## src/rtl/core/tgr_div_cell.sv

```systemverilog
`timescale 1ns / 1ps
// ----------------------------------------------------------------------------
// tgr_div_cell
// One quotient bit of a restoring divider.
// ----------------------------------------------------------------------------
module tgr_div_cell #(
    parameter int RW = 40,
    parameter int DW = 31,
    parameter int QW = 8,
    parameter int SH = 0
) (
    input  logic          i_clk,
    input  logic          i_en,
    input  logic [RW-1:0] i_rem,
    input  logic [DW-1:0] i_div,
    input  logic [QW-1:0] i_quo,
    output logic [RW-1:0] o_rem,
    output logic [DW-1:0] o_div,
    output logic [QW-1:0] o_quo
);
    logic [RW-1:0] w_trial;
    logic          w_ge;

    assign w_trial = RW'(i_div) << SH;
    assign w_ge    = i_rem >= w_trial;

    always_ff @(posedge i_clk) begin
        if (i_en) begin
            o_rem <= w_ge ? i_rem - w_trial : i_rem;
            o_div <= i_div;
            o_quo <= w_ge ? (i_quo | (QW'(1) << SH)) : i_quo;
        end
    end
endmodule
```

## config.mk

```make
export PLATFORM = sky130hd
export DESIGN_NAME = tgr_div_cell
export DESIGN_NICKNAME = d
export VERILOG_FILES = /design/src/rtl/core/tgr_div_cell.sv
export SDC_FILE = /design/constraint.sdc
export NUM_CORES = 1
export LEC_CHECK = 0
export BUFFER_PORTS_ARGS = -buffer_cell sky130_fd_sc_hd__buf_2
export CAP_MARGIN = 10
export CORE_MARGIN = 1
export CORE_UTILIZATION = 30
export DETAILED_ROUTE_END_ITERATION = 7
export GPL_TIMING_DRIVEN = 0
export HOLD_SLACK_MARGIN = 0.05
export SETUP_SLACK_MARGIN = 0.2
export SLEW_MARGIN = 10
export SYNTH_ARGS = -nofsm -noshare
export SYNTH_HDL_FRONTEND = slang
export SYNTH_SLANG_ARGS = --single-unit
```

## constraint.sdc

```tcl
create_clock -name i_clk -period 5.1 [get_ports i_clk]
set_input_delay 0.255 -clock i_clk [delete_from_list [all_inputs] [get_ports i_clk]]
set_output_delay 0.255 -clock i_clk [all_outputs]
set_load 0.02 [all_outputs]
```

==> flow_summary.json <==
{
  "status": "finished, final reports clean",
  "synth_nets": 581,
  "powerDensity_nw_per_um2": 317.7,
  "wire_per_inst_um": 15.53,
  "cp_data_arrival_time_ns": 2.93,
  "seq_area_um2": 2372,
  "synth_area_leaders": "edfxtp_1 (47%), ha_1 (7.7%), nor2_1 (3.9%)",
  "grt_pass1_vias": 4045,
  "avgSynthCellArea_um2": 10.76,
  "rsz0062_at_grt": "false",
  "fin_crit_sh_pct": 55.59,
  "slew_violations": 0,
  "slowest_delay_ns": 0.42,
  "irDropWorstVdd_mv": 0.1402,
  "fp.dieW_um": 131.5,
  "worstSetupPathType": "input pin to flop",
  "die_y_um": 131.5,
  "vias_per_cell": 4.783,
  "post-route-drc-count": 0,
  "htreeDepth": 3,
  "cts.sinks": 79,
  "synth_warnings": 0,
  "yosysTopAreaCell": "edfxtp_1",
  "cts_setup_buffers": 0,
  "dr.first_iter.drc_count": 227,
  "setup-violations-final": 0,
  "routabilityCongestion": 0.8341,
  "synth_area_um2": 5034,
  "synth_top_area_share_pct": 47.13,
  "path_cells": "buf_2 > inv_1 > ha_1 > nand4_2 > nor4_2 > o221ai_1 > a31oi_1 > o21a_2 > a31oi_2 > o21bai_2 > xor2_1 > mux2_4",
  "cts_buffers": 9,
  "async_reset_ff_share_pct": 0,
  "critPathCaptureType": "flop",
  "pwr-share-seq_pct": 40.4,
  "root_buffer": "clkbuf_16",
  "worst-path-buf-inv": 2,
  "core_region_area_um2": 16120,
  "fmax_mhz": 352.7,
  "routed_wl_mm": 13.36,
  "pwr-share-comb_pct": 27.2,
  "overflow": 0,
  "critical_path_required_ns": 5.19,
  "track_usage_pct": 15.49,
  "critical_path.max_fanout": 6,
  "ys_seq_area_share_pct": 47.13,
  "ys.flop_type": "edfxtp_1",
  "ys_types": 67,
  "netlist_instances": 468,
  "cp_slowest_cell": "ha_1",
  "ys_ff_latch": 79,
  "rows": 46,
  "critPathLaunchType": "input pin",
  "post_route_cells_drive_above_1_share_pct": 35.87,
  "place_hpwl_mm": 10.51,
  "via_count": 4113,
  "final_core_util_pct": 39.94,
  "port_buffers": 159,
  "fp.dieArea_um2": 17300,
  "multi_input_area_um2": 2390,
  "tns_ns": 0,
  "p_sw_share_pct": 30.88,
  "p_leak_nw": 2.847,
  "drt_first_pass_iters": 5,
  "pwr-share-clk_pct": 32.4,
  "grt_start_max_net_pins": 63,
  "drv_cap": 0,
  "cts_tree": "built",
  "tightestPinTransition_ns": 0.5949,
  "p_switching_w": 0.0006314,
  "area_growth_pct": 27.86,
  "antenna_found_initial": 0,
  "ant_nets": 0,
  "relSlewSlack_pct": 60.00,
  "grt_pass1_wl_mm": 20.98,
  "cp_top_family": "compound AO/OA/AOI/OAI gates",
  "ios": 160,
  "antennaDiodeCount": 0,
  "ctsLongestPathBuffers": 2,
  "fillers": 1643,
  "hold_violations": 0,
  "synth_edf_count": 79,
  "nets": 752,
  "initial_core_util_pct": 31.23,
  "postCtsHoldBufs": 0,
  "cts.repair.resized": 0,
  "clk_pin_slew_worst_paths_ns": 0.07,
  "hold_class": "input pin to flop",
  "p_int_w": 0.001413,
  "min_period_ns": 2.835
}
## layer usage
metal	vias up	global-route usage (%)	wire length [µm]
li1	2048	-	-
met5	-	0	0
met4	0	4.716	72
met2	118	24.31	6016
met1	1943	20.90	6557
met3	4	3.781	712
## layout make-up
cell class / instances / share of cell area, %
multi-input combinational: 332 / 37.13
sequential: 79 / 36.86
timing repair buffer: 160 / 12.83
tap: 216 / 4.199
clock buffer: 9 / 3.499
inverter: 38 / 2.216
buffer: 19 / 2.002
clock inverter: 7 / 1.264
## final timing paths
| check | start | cells after the start | slack (ns) | end |
|---|---|---|---|---|
| hold / removal | i_quo[4] | 1 | 0.08 | o_quo[4] |
| setup / recovery | i_div[13] | 12 | 2.27 | o_rem[30] |
## kinds of logic after synthesis
family / after synthesis / share of synthesized area, %
compound gates: 130 / 18.25
xor+xnor: 34 / 5.916
fa+ha+maj: 32 / 8.103
buf+inv: 57 / 5.394
flops: 79 / 47.13
mux: 9 / 2.511
simple gates: 127 / 12.70
## registers in the layout (all words and copies together), names as in the netlist
register / cells
o_div: 31
o_quo: 8
o_rem: 40
## power groups by stage
| stage | Combinational, W | Sequential [W] | Clock (W) |
|---|---|---|---|
| after floorplan | 0.000273 | 0.000938 | 0 |
| after global placement | 0.000552 | 0.000839 | 0 |
| after detailed placement | 0.000557 | 0.000839 | 0 |
| after CTS | 0.000560 | 0.000826 | 0.000688 |
| after global routing | 0.000606 | 0.000832 | 0.000710 |
| final | 0.000556 | 0.000825 | 0.000663 |
## stage by stage
| step | setup WS [ns] | hold slack [ns] | total power, W | cells | cell area (µm²) |
|---|---|---|---|---|---|
| final | 2.265 | 0.08341 | 0.002045 | 860 | 6436 |
| after global routing | 2.042 | 0.06420 | 0.002149 | 860 | 6436 |
| after CTS | 2.235 | 0.06576 | 0.002074 | 860 | 6436 |
| after detailed placement | 1.879 | 0.4351 | 0.001396 | 844 | 6130 |
| after global placement | 1.909 | 0.4314 | 0.001391 | 843 | 6100 |
| after floorplan | 2.507 | 0.3539 | 0.001211 | 468 | 5034 |
## synth_stat cells, types with 2 or more instances
cell type / n
o31ai_1: 3
clkbuf_1: 7
buf_2: 6
o21a_1: 5
nand3_1: 5
a211oi_1: 2
edfxtp_1: 79
a21oi_1: 33
a21oi_2: 20
o21ai_0: 15
o31a_1: 2
nand2_1: 28
nand4_1: 8
a31oi_1: 5
nor2_1: 52
xnor2_1: 21
inv_1: 38
and2_1: 2
o21bai_1: 8
buf_6: 4
nor2b_1: 7
nand2b_1: 3
xor2_1: 13
nor3_1: 6
a211o_1: 2
ha_1: 31
a21o_1: 17
mux2_4: 7
## cells in the final DEF (no fill, tap or decap), types with 3 or more instances in the layout
master and n:
nand2_1 28, o21bai_1 8, nand2b_1 3, a21oi_1 33, inv_1 38, o31ai_1 3
xor2_1 13, nand4_1 8, nor2b_1 7, nand3_1 5, nor2_1 52, a21oi_2 20
o21a_1 5, mux2_4 7, clkbuf_16 9, clkbuf_1 7, edfxtp_1 79, buf_6 4
ha_1 31, o21ai_0 15, buf_2 164, a21o_1 17, clkinv_4 4, xnor2_1 21
nor3_1 6, a31oi_1 5
Note: power is estimated with default switching activity, not from simulation.
